==> config.mk <==
export PLATFORM = sky130hd
export DESIGN_NAME = bit_mask_run_open_close_unit_flat
export DESIGN_NICKNAME = d
export VERILOG_FILES = /design/src/hdl/bmroc_pkg.sv /design/src/hdl/bmroc_in_if.sv /design/src/hdl/bmroc_out_if.sv /design/src/hdl/bmroc_core.sv /design/src/hdl/bmroc_fifo.sv /design/src/hdl/bit_mask_run_open_close_unit.sv /design/src/flat_wrapper.sv
export SDC_FILE = /design/constraint.sdc
export NUM_CORES = 1
export LEC_CHECK = 0
export ABC_AREA = 1
export ABC_CLOCK_PERIOD_IN_PS = 4800
export BUFFER_PORTS_ARGS = -buffer_cell sky130_fd_sc_hd__buf_2
export CAP_MARGIN = 0
export CORE_MARGIN = 3
export CORE_UTILIZATION = 40
export CTS_BUF_LIST = sky130_fd_sc_hd__clkbuf_8
export DETAILED_ROUTE_END_ITERATION = 16
export SETUP_SLACK_MARGIN = 0.5
export SLEW_MARGIN = 15
export SYNTH_ARGS = -nofsm -noshare
export SYNTH_HDL_FRONTEND = slang
export SYNTH_HIERARCHICAL = 1
export SYNTH_SLANG_ARGS = --single-unit
==> constraint.sdc <==
create_clock -name i_clk -period 4.8 [get_ports i_clk]
set_clock_uncertainty 0.2 [all_clocks]
set_input_delay 0.24 -clock i_clk [delete_from_list [all_inputs] [get_ports i_clk]]
set_output_delay 0.24 -clock i_clk [all_outputs]
set_load 0.02 [all_outputs]
==> src/hdl/bmroc_pkg.sv <==
// ----------------------------------------------------------------------------
// bmroc_pkg: shared types and constants of the mask run open/close unit
// Segment record, queue push bundle, queue status and register codes.
// ----------------------------------------------------------------------------
package bmroc_pkg;

    localparam int unsigned LEN_W      = 21;   // segment length field
    localparam int unsigned LIMIT_W    = 16;   // limit register
    localparam int unsigned CFG_IDX_W  = 1;
    localparam int unsigned CFG_DATA_W = 16;   // widest register

    localparam int unsigned LEN_MAX        = (2 ** LEN_W) - 1;
    localparam int unsigned TRACK_BITS_DEF = 1048576;

    // register indexes
    localparam logic [CFG_IDX_W-1:0] CFG_MODE  = 1'b0;
    localparam logic [CFG_IDX_W-1:0] CFG_LIMIT = 1'b1;

    // filter modes
    localparam logic MODE_CLOSE = 1'b0;
    localparam logic MODE_OPEN  = 1'b1;

    // output queue
    localparam int unsigned FIFO_DEPTH = 4;
    localparam int unsigned FIFO_AW    = 2;
    localparam int unsigned LVL_W      = 3;

    typedef struct packed {
        logic             value;
        logic [LEN_W-1:0] length;
        logic             last;
    } t_seg;

    // up to two segments per input bit; push_b implies push_a
    typedef struct packed {
        logic push_a;
        logic push_b;
        t_seg seg_a;
        t_seg seg_b;
    } t_push;

    typedef struct packed {
        logic [LVL_W-1:0] level;
    } t_fifo_stat;

endpackage

==> src/hdl/bmroc_in_if.sv <==
// ----------------------------------------------------------------------------
// bmroc_in_if: mask bit channel
// One beat carries one mask bit and the end-of-track flag.
// ----------------------------------------------------------------------------
interface bmroc_in_if;
    logic valid;
    logic ready;
    logic mask_bit;
    logic last_bit;

    modport source (output valid, output mask_bit, output last_bit, input ready);
    modport sink   (input valid, input mask_bit, input last_bit, output ready);
endinterface

==> src/hdl/bmroc_out_if.sv <==
// ----------------------------------------------------------------------------
// bmroc_out_if: segment channel
// One beat carries one run segment: value, length and last flag.
// ----------------------------------------------------------------------------
interface bmroc_out_if;
    import bmroc_pkg::*;
    logic             valid;
    logic             ready;
    logic             seg_value;
    logic [LEN_W-1:0] seg_length;
    logic             seg_last;

    modport source (output valid, output seg_value, output seg_length, output seg_last,
                    input ready);
    modport sink   (input valid, input seg_value, input seg_length, input seg_last,
                    output ready);
endinterface

==> src/hdl/bmroc_core.sv <==
// ----------------------------------------------------------------------------
// bmroc_core: run tracker and filter decision
// Holds the pending run and emits up to two segments per accepted bit.
// ----------------------------------------------------------------------------
module bmroc_core import bmroc_pkg::*; #(
    parameter int unsigned TRACK_BITS = TRACK_BITS_DEF
) (
    input  logic               i_clk,
    input  logic               i_rst_n,
    input  logic               i_fire,
    input  logic               i_mask_bit,
    input  logic               i_last_bit,
    input  logic               i_mode,
    input  logic [LIMIT_W-1:0] i_limit,
    output t_push              o_push
);

    localparam logic [LEN_W-1:0] RUN_CAP =
        (TRACK_BITS < LEN_MAX) ? LEN_W'(TRACK_BITS) : LEN_W'(LEN_MAX);

    logic             r_run_value, n_run_value;
    logic [LEN_W-1:0] r_run_count, n_run_count;
    logic             r_seen_one,  n_seen_one;
    logic             r_run_open,  n_run_open;
    logic             r_run_long,  n_run_long;

    logic chg, cap, lim_hit, judged;
    t_seg seg_split, seg_end;

    always_comb begin
        lim_hit = (r_run_count <= {{(LEN_W-LIMIT_W){1'b0}}, i_limit});
        judged  = r_run_value;
        if (!r_run_long) begin
            case (i_mode)
                MODE_CLOSE: begin
                    if (!r_run_value && r_seen_one && lim_hit) judged = 1'b1;
                end
                MODE_OPEN: begin
                    if (r_run_value && lim_hit) judged = 1'b0;
                end
                default: judged = r_run_value;
            endcase
        end

        chg = r_run_open && (i_mask_bit != r_run_value);
        cap = r_run_open && !chg && (r_run_count >= RUN_CAP);

        seg_split.value  = chg ? judged : r_run_value;
        seg_split.length = r_run_count;
        seg_split.last   = 1'b0;

        n_seen_one  = r_seen_one | i_mask_bit;
        n_run_open  = 1'b1;
        if (chg || !r_run_open) begin
            n_run_value = i_mask_bit;
            n_run_count = LEN_W'(1);
            n_run_long  = 1'b0;
        end else if (cap) begin
            n_run_value = r_run_value;
            n_run_count = LEN_W'(1);
            n_run_long  = 1'b1;
        end else begin
            n_run_value = r_run_value;
            n_run_count = r_run_count + LEN_W'(1);
            n_run_long  = r_run_long;
        end

        seg_end.value  = n_run_value;
        seg_end.length = n_run_count;
        seg_end.last   = 1'b1;

        if (i_last_bit) begin
            n_run_value = 1'b0;
            n_run_count = '0;
            n_seen_one  = 1'b0;
            n_run_open  = 1'b0;
            n_run_long  = 1'b0;
        end

        // pack so that a lone segment always sits in slot a
        if (chg || cap) begin
            o_push.push_a = i_fire;
            o_push.push_b = i_fire && i_last_bit;
            o_push.seg_a  = seg_split;
        end else begin
            o_push.push_a = i_fire && i_last_bit;
            o_push.push_b = 1'b0;
            o_push.seg_a  = seg_end;
        end
        o_push.seg_b = seg_end;
    end

    always_ff @(posedge i_clk) begin
        if (!i_rst_n) begin
            r_run_value <= 1'b0;
            r_run_count <= '0;
            r_seen_one  <= 1'b0;
            r_run_open  <= 1'b0;
            r_run_long  <= 1'b0;
        end else if (i_fire) begin
            r_run_value <= n_run_value;
            r_run_count <= n_run_count;
            r_seen_one  <= n_seen_one;
            r_run_open  <= n_run_open;
            r_run_long  <= n_run_long;
        end
    end

endmodule

==> src/hdl/bmroc_fifo.sv <==
// ----------------------------------------------------------------------------
// bmroc_fifo: segment output queue
// Four entries, up to two writes and one read per cycle.
// ----------------------------------------------------------------------------
module bmroc_fifo import bmroc_pkg::*; (
    input  logic       i_clk,
    input  logic       i_rst_n,
    input  t_push      i_push,
    input  logic       i_pop,
    output t_seg       o_head,
    output t_fifo_stat o_stat
);

    t_seg               r_mem [FIFO_DEPTH];
    logic [FIFO_AW-1:0] r_wp, n_wp;
    logic [FIFO_AW-1:0] r_rp, n_rp;
    logic [LVL_W-1:0]   r_level, n_level;

    always_comb begin
        n_wp    = r_wp + FIFO_AW'(i_push.push_a) + FIFO_AW'(i_push.push_b);
        n_rp    = r_rp + FIFO_AW'(i_pop);
        n_level = r_level + LVL_W'(i_push.push_a) + LVL_W'(i_push.push_b)
                - LVL_W'(i_pop);
    end

    always_ff @(posedge i_clk) begin
        if (i_push.push_a) r_mem[r_wp] <= i_push.seg_a;
        if (i_push.push_b) r_mem[r_wp + FIFO_AW'(1)] <= i_push.seg_b;
    end

    always_ff @(posedge i_clk) begin
        if (!i_rst_n) begin
            r_wp    <= '0;
            r_rp    <= '0;
            r_level <= '0;
        end else begin
            r_wp    <= n_wp;
            r_rp    <= n_rp;
            r_level <= n_level;
        end
    end

    assign o_head       = r_mem[r_rp];
    assign o_stat.level = r_level;

endmodule

==> src/hdl/bit_mask_run_open_close_unit.sv <==
// ----------------------------------------------------------------------------
// bit_mask_run_open_close_unit: 1-D open/close filter on a weak-bit mask
// Takes mask bits, emits filtered run segments (value, length, last).
// ----------------------------------------------------------------------------
// Takes one mask bit per beat and can accept a bit every clock cycle. Each
// bit produces zero, one or two segment beats into the queue: a segment when
// the pending run ends (value change) or reaches the run cap, and the final
// segment when the bit carries the last flag. Segments go through a four-entry
// output queue; the input stalls whenever fewer than two entries are free, so
// the sustained rate is one bit per cycle while the sink takes a segment every
// cycle, and is bounded by the segment drain rate of one per cycle otherwise.
// mode 0 (close) fills zero gaps between ones of length <= limit; mode 1
// (open) clears one runs of length <= limit that end in a zero, including a
// run starting at bit 0. The run holding the last bit is passed unchanged.
// Runs longer than the cap (TRACK_BITS, clipped to 2^21-1) are split and the
// remainder kept unchanged. A run is judged with the register values present
// in the cycle its ending bit is taken. No clearing pass after reset.
// ----------------------------------------------------------------------------
module bit_mask_run_open_close_unit import bmroc_pkg::*; #(
    parameter int unsigned TRACK_BITS = TRACK_BITS_DEF   // 8 .. 16777216
) (
    input  logic                  i_clk,
    input  logic                  i_rst_n,
    bmroc_in_if.sink              i_bits,
    bmroc_out_if.source           o_segs,
    input  logic                  i_cfg_we,
    input  logic [CFG_IDX_W-1:0]  i_cfg_idx,
    input  logic [CFG_DATA_W-1:0] i_cfg_data
);

    // configuration registers
    logic               r_mode;
    logic [LIMIT_W-1:0] r_limit;

    logic       fire;      // input beat taken
    logic       pop;       // output beat taken
    t_push      push;
    t_seg       head;
    t_fifo_stat stat;

    always_ff @(posedge i_clk) begin
        if (!i_rst_n) begin
            r_mode  <= MODE_CLOSE;
            r_limit <= '0;
        end else if (i_cfg_we) begin
            case (i_cfg_idx)
                CFG_MODE:  r_mode  <= i_cfg_data[0];
                CFG_LIMIT: r_limit <= i_cfg_data[LIMIT_W-1:0];
                default:   ;
            endcase
        end
    end

    // room for the worst case of two segments from the next bit
    assign i_bits.ready = (stat.level <= LVL_W'(FIFO_DEPTH - 2));
    assign fire         = i_bits.valid && i_bits.ready;
    assign pop          = o_segs.valid && o_segs.ready;

    bmroc_core #(
        .TRACK_BITS (TRACK_BITS)
    ) u_core (
        .i_clk      (i_clk),
        .i_rst_n    (i_rst_n),
        .i_fire     (fire),
        .i_mask_bit (i_bits.mask_bit),
        .i_last_bit (i_bits.last_bit),
        .i_mode     (r_mode),
        .i_limit    (r_limit),
        .o_push     (push)
    );

    bmroc_fifo u_fifo (
        .i_clk   (i_clk),
        .i_rst_n (i_rst_n),
        .i_push  (push),
        .i_pop   (pop),
        .o_head  (head),
        .o_stat  (stat)
    );

    assign o_segs.valid      = (stat.level != '0);
    assign o_segs.seg_value  = head.value;
    assign o_segs.seg_length = head.length;
    assign o_segs.seg_last   = head.last;

`ifndef SYNTHESIS
    // queue never overfills
    a_level_bound: assert property (@(posedge i_clk) disable iff (!i_rst_n)
        stat.level <= LVL_W'(FIFO_DEPTH))
        else $error("segment queue level out of range");

    // a last bit always leaves at least one segment queued
    a_last_emits: assert property (@(posedge i_clk) disable iff (!i_rst_n)
        (fire && i_bits.last_bit) |=> (stat.level != '0))
        else $error("last bit produced no segment");

    // every emitted segment has nonzero length
    a_len_nonzero: assert property (@(posedge i_clk) disable iff (!i_rst_n)
        o_segs.valid |-> (o_segs.seg_length != '0))
        else $error("zero-length segment");

    // a second segment is only pushed together with a first one
    a_push_order: assert property (@(posedge i_clk) disable iff (!i_rst_n)
        push.push_b |-> (push.push_a && push.seg_b.last))
        else $error("segment push out of order");
`endif

endmodule
==> src/flat_wrapper.sv <==
// flat-port wrapper written by rule: the top's interface ports become plain ports
module bit_mask_run_open_close_unit_flat import bmroc_pkg::*;
#(
    parameter int unsigned TRACK_BITS = TRACK_BITS_DEF                   
)
  (i_clk, i_rst_n, i_cfg_we, i_cfg_idx, i_cfg_data, i_bits_valid, i_bits_mask_bit, i_bits_last_bit, i_bits_ready, o_segs_valid, o_segs_seg_value, o_segs_seg_length, o_segs_seg_last, o_segs_ready);
  bmroc_in_if i_bits_i ();
  bmroc_out_if o_segs_i ();
  input  logic i_clk;
  input  logic i_rst_n;
  input  logic i_cfg_we;
  input  logic [CFG_IDX_W-1:0] i_cfg_idx;
  input  logic [CFG_DATA_W-1:0] i_cfg_data;
  input wire logic [$bits(i_bits_i.valid)-1:0] i_bits_valid;
  input wire logic [$bits(i_bits_i.mask_bit)-1:0] i_bits_mask_bit;
  input wire logic [$bits(i_bits_i.last_bit)-1:0] i_bits_last_bit;
  output wire logic [$bits(i_bits_i.ready)-1:0] i_bits_ready;
  output wire logic [$bits(o_segs_i.valid)-1:0] o_segs_valid;
  output wire logic [$bits(o_segs_i.seg_value)-1:0] o_segs_seg_value;
  output wire logic [$bits(o_segs_i.seg_length)-1:0] o_segs_seg_length;
  output wire logic [$bits(o_segs_i.seg_last)-1:0] o_segs_seg_last;
  input wire logic [$bits(o_segs_i.ready)-1:0] o_segs_ready;
  assign i_bits_i.valid = i_bits_valid;
  assign i_bits_i.mask_bit = i_bits_mask_bit;
  assign i_bits_i.last_bit = i_bits_last_bit;
  assign i_bits_ready = i_bits_i.ready;
  assign o_segs_valid = o_segs_i.valid;
  assign o_segs_seg_value = o_segs_i.seg_value;
  assign o_segs_seg_length = o_segs_i.seg_length;
  assign o_segs_seg_last = o_segs_i.seg_last;
  assign o_segs_i.ready = o_segs_ready;
  bit_mask_run_open_close_unit #(.TRACK_BITS(TRACK_BITS)) u_core (.i_clk(i_clk), .i_rst_n(i_rst_n), .i_bits(i_bits_i), .o_segs(o_segs_i), .i_cfg_we(i_cfg_we), .i_cfg_idx(i_cfg_idx), .i_cfg_data(i_cfg_data));
endmodule
; After elaboration in Yosys (flattened, before gate mapping)
; Memories as Yosys holds them, arrays and structs flattened. A register that Yosys moved wholly into a read port is not among the register bits.
; Cells that the tools add are included.
[word_totals]
regBits = 49
latch_bits = 0
ramBits = 92
romBits = 0
input_bits = 24
out_inout_bits = 25
memories = 1
[mem_list]
columns = memory, words, word_bits, read_ports, rd_ports_with_merged_regs, wr, line_no
row1 = u_core.u_fifo.r_mem, 4, 23, 1, 1, 2, bmroc_fifo.sv:14  ; t_seg r_mem [FIFO_DEPTH];
[classes]
n_addsub = 8
n_mul = 0
n_div = 0
order_cmp = 3
eq_ne = 1
shifts = 0
n_mux = 21
bitwise_logic = 3
n_reduce_logical = 19
[ops]
columns = operator, count
row1 = 21-bit 2-to-1 mux, 3
row2 = 25-bit 2-to-1 mux, 1
row3 = 21-bit by 1-bit adder with 21-bit output (second input constant), 1
row4 = 21-bit greater-or-equal comparator (second input constant), 1
row5 = 21-bit by 16-bit <= comparator with 1-bit output, 1
row6 = 1-bit 2-to-1 mux, 15
row7 = 1-bit logical AND, 9
row8 = 2-bit by 1-bit adder with 2-bit output, 3
row9 = 3-bit by 1-bit adder with 3-bit output, 2
row10 = 2-bit AND reduction, 3
row11 = 3-bit nonzero test, 2
row12 = 3-bit by 2-bit <= comparator with 1-bit output (second input constant), 1
row13 = 1-bit zero test, 3
row14 = 3-bit by 1-bit subtractor with 3-bit output, 1
row15 = 2-bit by 1-bit adder with 2-bit output (second input constant), 1
row16 = 1-bit logical OR, 2
row17 = 2-bit 2-to-1 mux, 1
row18 = 1-bit NOT, 2
row19 = 1-bit case mux with 2 select lines, 1
row20 = 1-bit != test, 1
row21 = 1-bit OR, 1

; Depth between registers and ports, before layout
[logic_depth]
depth_word = 11
ltp_mapped = 17
depth_no_buf = 17

; Modules after synthesis
; The synthesis kept the hierarchy.
[by_module_without_submodules]
columns = mod, n_inst, cells_each, area_per_inst_um2, seq_area_each_um2
row1 = bmroc_fifo, 1, 519, 4939.7, 2902.8
row2 = bmroc_core, 1, 394, 2364.8, 500.5
row3 = bit_mask_run_open_close_unit, 1, 86, 760.7, 340.3

; Worst setup path before layout
; Ideal clock, no wire load.
[synth_path]
path_kind = register -> register
start = register u_core.u_fifo.r_level[0], in the netlist u_core/u_fifo/o_stat[0]
end = memory u_core/u_fifo/r_mem[0][0] (netlist bit) (enable)
setup_ns = 0.439
arrival_time_ns = 3.468
required_time_ns = 4.161
slack_ns = 0.693
stages_incl_launch_ff = 9
path_buffers = 1
path_cell_list = dfxtp_1 > nand2_1 > inv_1 > nor3b_1 > clkinv_1 > clkbuf_1 > o21ai_0 > inv_1 > o31ai_1
[synth_lines]
columns = element, line_no
row1 = from (decl), bmroc_fifo.sv:17  ; logic [LVL_W-1:0] r_level, n_level;
row2 = from (signal assigned), bmroc_fifo.sv:39  ; r_level <= n_level;
row3 = to (decl), bmroc_fifo.sv:14

==> key figures <==
Setup path
  – Worst R2R Path Depth: 13
  – Setup CP Type: in -> reg
  – Worst Setup Start Kind: primary input
  – Critical path required time: 4.99 ns
  – Endpoint of the worst-slack reg-to-reg timing path: u_core/u_fifo/o_stat[2]$_SDFF_PN0_
  – Data arrival, critical path: 3.92 ns
  – Critical Path Fanout Max: 27
  – Crit path cell chain: dlygate4sd3_1 > buf_2 > xor2_1 > nand2_1 > nand2_1 > inv_1 > o21ai_0 > inv_1 > ha_1 > inv_1 > fa_1 > fa_1 > inv_1 > nand3_1 > a21oi_1
  – Reg2reg setup slack: 1.16 ns
  – Highest-delay cell along the critical path: dlygate4sd3_1
  – Startpoint of the lowest-slack register-to-register path: u_core/u_core/r_run_value$_SDFFE_PN0P_
  – Launching element of the worst setup path: i_bits_mask_bit
  – End of the critical path: u_core/u_fifo/o_stat[2]$_SDFF_PN0_
  – Critical Path Sink Type: flop
  – Most numerous cell on the critical path: inv_1
  – Slowest stage delay, CP: 0.52 ns

Finish
  – Diodes inserted: 0
  – Fraction of layout instances using a drive strength above 1: 14.9%
  – Final Non-Filler Cells: 1323
  – Number of filler cells placed in the layout: 2014
  – Area delta synth->final: 11.1%
  – Final #Nets: 1092

Route
  – Starting DRT DRC Count: 517
  – Number of nets still failing antenna checks after routing: 0
  – Mean number of vias per cell: 4.97
  – DR DRC count: 0
  – DRT Pass-1 Iters: 5
  – Per-cell routed wire length: 14.5 µm
  – Wire length after detailed routing: 19200 µm
  – Total number of vias: 6572

Pwr
  – Part of the power in the clock network: 26.9%
  – Power share of the sequential group: 44.7%
  – Cell leakage power: 0.00335 µW
  – Switching power of the nets: 1150 µW
  – Switching share of total power: 35.8%
  – Maximum vdd ir drop: 0.170 mV
  – Internal Power: 2060 µW
  – Total power per unit cell area: 357 nW/µm²
  – Post-layout total power: 3200 µW
  – Combinational Power Share: 28.4%

Timing
  – Pins Over Slew Limit: 0
  – Setup repair after global routing missed its margin: false
  – Minimum hold slack: 0.0561 ns
  – Worst Tran Pin Value: 0.879 ns
  – Max Freq: 0.268 GHz
  – Period utilization: 77.9%
  – Setup Total Neg Slack: 0 ns
  – Final setup viols: 0
  – Max-slew headroom at the worst pin: 40.8%
  – Fin crit period: 3.74 ns
  – Hold violation count in the final report: 0

Yosys
  – Synth Cell Area: 8070 µm²
  – Net Count, Synth: 1045
  – Number of register bits inferred by synthesis: 141
  – Proportion of synthesized chip area in sequential cells: 46.4%
  – Library cell occupying the most area in the post-synthesis netlist: edfxtp_1
  – Cell types with the largest area share after synthesis: edfxtp_1 (34%), dfxtp_1 (12%), nand2_1 (10%)
  – Synth unique cells: 43
  – Number of enable-type register cells in the synthesized netlist: 92
  – Post-Synthesis Mean Instance Area: 8.07 µm²
  – Share of the synthesized area in the top cell type: 34.3%
  – Synth Flop Type: edfxtp_1
  – Total of warnings raised by yosys: 6
  – Share of flip-flops with an asynchronous set or reset after synthesis: 0%
  – Syn Inst Count: 999

Clock tree
  – Post-cts sizing count: 0
  – Post-CTS setup buffers: 0
  – Skew-Pair Late Insertion Delay: 0.45 ns
  – Inserted Clock Buffers: 17
  – Clock sink count: 141
  – Cts hold-fix bufs: 19
  – Maximum buffer depth of the clock tree: 2
  – Number of H-tree branching levels: 4
  – Worst-path clk slew: 0.08 ns
  – Clock tree from TritonCTS: done
  – Clk root buf: clkbuf_8

Run status
  – Result of the run: finished clean

Place
  – Buffers on Ports: 48
  – Sum of net half-perimeters after detailed placement: 13100 µm
  – RD Place Congestion: 0.871
  – # placed instances: 1273

Flow run
  – Max cap viols: 0

Worst hold path
  – Min-delay src: i_rst_n
  – Class of the tightest hold or removal check: in -> reg
  – WHS Path Cells: 3

Global routing
  – Vias in the first global route: 6145
  – Pin count of the biggest net entering global routing: 50
  – Global-route wire length before repair: 31600 µm
  – Initial antenna violation count: 0
  – Final global-route overflow total: 0
  – Total global routing track utilization: 18.0%

Floorplanning
  – Starting density of the core: 41.0%
  – Site Rows: 51
  – Number of placed I/O pins: 49
  – Vertical die dimension: 148 µm
  – Area of the core region: 19700 µm²
  – Die Area: 21900 µm²
  – Horizontal die dimension: 148 µm
cells in the mapped netlist (7+ instances only):
cell / instances
nor2_1: 103
dfxtp_1: 49
o21ai_1: 100
buf_6: 14
clkbuf_1: 15
o21ai_2: 18
a21oi_1: 49
buf_4: 10
nor3_1: 8
nand3_1: 27
o21ai_0: 81
nor2_2: 11
inv_1: 107
nand2_1: 216
edfxtp_1: 92
inv_2: 12
buf_2: 8
ha_1: 19
nand4_1: 7
nand3_2: 7
power by group through the flow:
stage          clock (µW)  sequential (µW)  combinational (µW)
3_5_place_dp            0             1460                 911
3_3_place_gp            0             1460                 897
4_1_cts               884             1430                 926
6_report              861             1430                 908
5_1_grt               932             1440                1020
2_1_floorplan           0             1450                 637
area by class of cell:
class | instances | area (µm²) | share of cell area, %
inverters | 120 | 450 | 5.03
flip-flops and latches | 141 | 3740 | 41.8
multi-input cells | 687 | 3570 | 39.9
clock buffers | 17 | 234 | 2.61
repair buffers | 79 | 520 | 5.81
clock inverters | 14 | 106 | 1.19
well taps | 265 | 332 | 3.70
worst min-delay path by stage:
stage	to	slack (ns)
after floorplan	u_core/u_fifo/o_stat[1]$_SDFF_PN0_	0.13
after global placement	u_core/r_limit[15]$_SDFFE_PN0P_	0.26
after detailed placement	u_core/r_limit[11]$_SDFFE_PN0P_	0.27
after CTS	u_core/u_fifo/r_rp[0]$_SDFF_PN0_	0.03
after global routing	u_core/u_fifo/o_stat[1]$_SDFF_PN0_	0.06
final	u_core/u_fifo/o_stat[1]$_SDFF_PN0_	0.06
stage by stage:
stage                     instance area, µm²  setup WS, ns  utilization, %
after floorplan                         8070         0.693               -
after global placement                  8430          1.24            42.9
after detailed placement                8430          1.11            42.9
after CTS                               8960          1.07            45.6
after global routing                    8960         0.735            45.6
final                                   8960          1.06            45.6
placed cells by master, fill, tap and decap left out, drive strengths merged, types with 35 or more instances in the layout:
cell type / synthesis / layout
nand2: 220 / 220
edfxtp: 92 / 92
buf: 33 / 60
o21ai: 199 / 199
nor2: 119 / 119
a21oi: 51 / 51
nand3: 35 / 35
dfxtp: 49 / 49
inv: 119 / 122
state kept, by name, indices dropped and copies added, names as in the netlist:
signal / flops
u_core/r_limit: 16
u_core/r_mode: 1
u_core/u_core/r_run_count: 21
u_core/u_core/r_run_long: 1
u_core/u_core/r_run_open: 1
u_core/u_core/r_run_value: 1
u_core/u_core/r_seen_one: 1
u_core/u_fifo/o_stat: 3
u_core/u_fifo/r_mem: 92
u_core/u_fifo/r_rp: 2
u_core/u_fifo/r_wp: 2
logic make-up after synthesis:
| family | Yosys count | synth area share [%] |
|---|---|---|
| xor gates and xnor gates | 4 | 0.434 |
| other | 1 | 0.0465 |
| adders and majority gates | 22 | 3.69 |
| buffers and inverters | 171 | 10.0 |
| DFF | 141 | 46.4 |
| AOI/OAI and AO/OA | 260 | 17.4 |
| and+or+nand+nor | 400 | 22.0 |
layer usage:
layer / global-route usage (%) / vias to the layer above / share of wire (%)
met5: 0 / - / 0
met4: 4.94 / 0 / 1.2
met3: 3.22 / 18 / 5.4
met2: 28.7 / 158 / 46
met1: 25.4 / 2981 / 48
li1: - / 3415 / -
worst max-delay path, delay by kind of cell:
kind	cells	cell delay, ns
buf+inv	6	1.39
simple gates	3	0.32
compound gates	2	0.58
xor+xnor	1	0.28
fa+ha+maj	3	1.11
(Power assumes the default switching activity.)
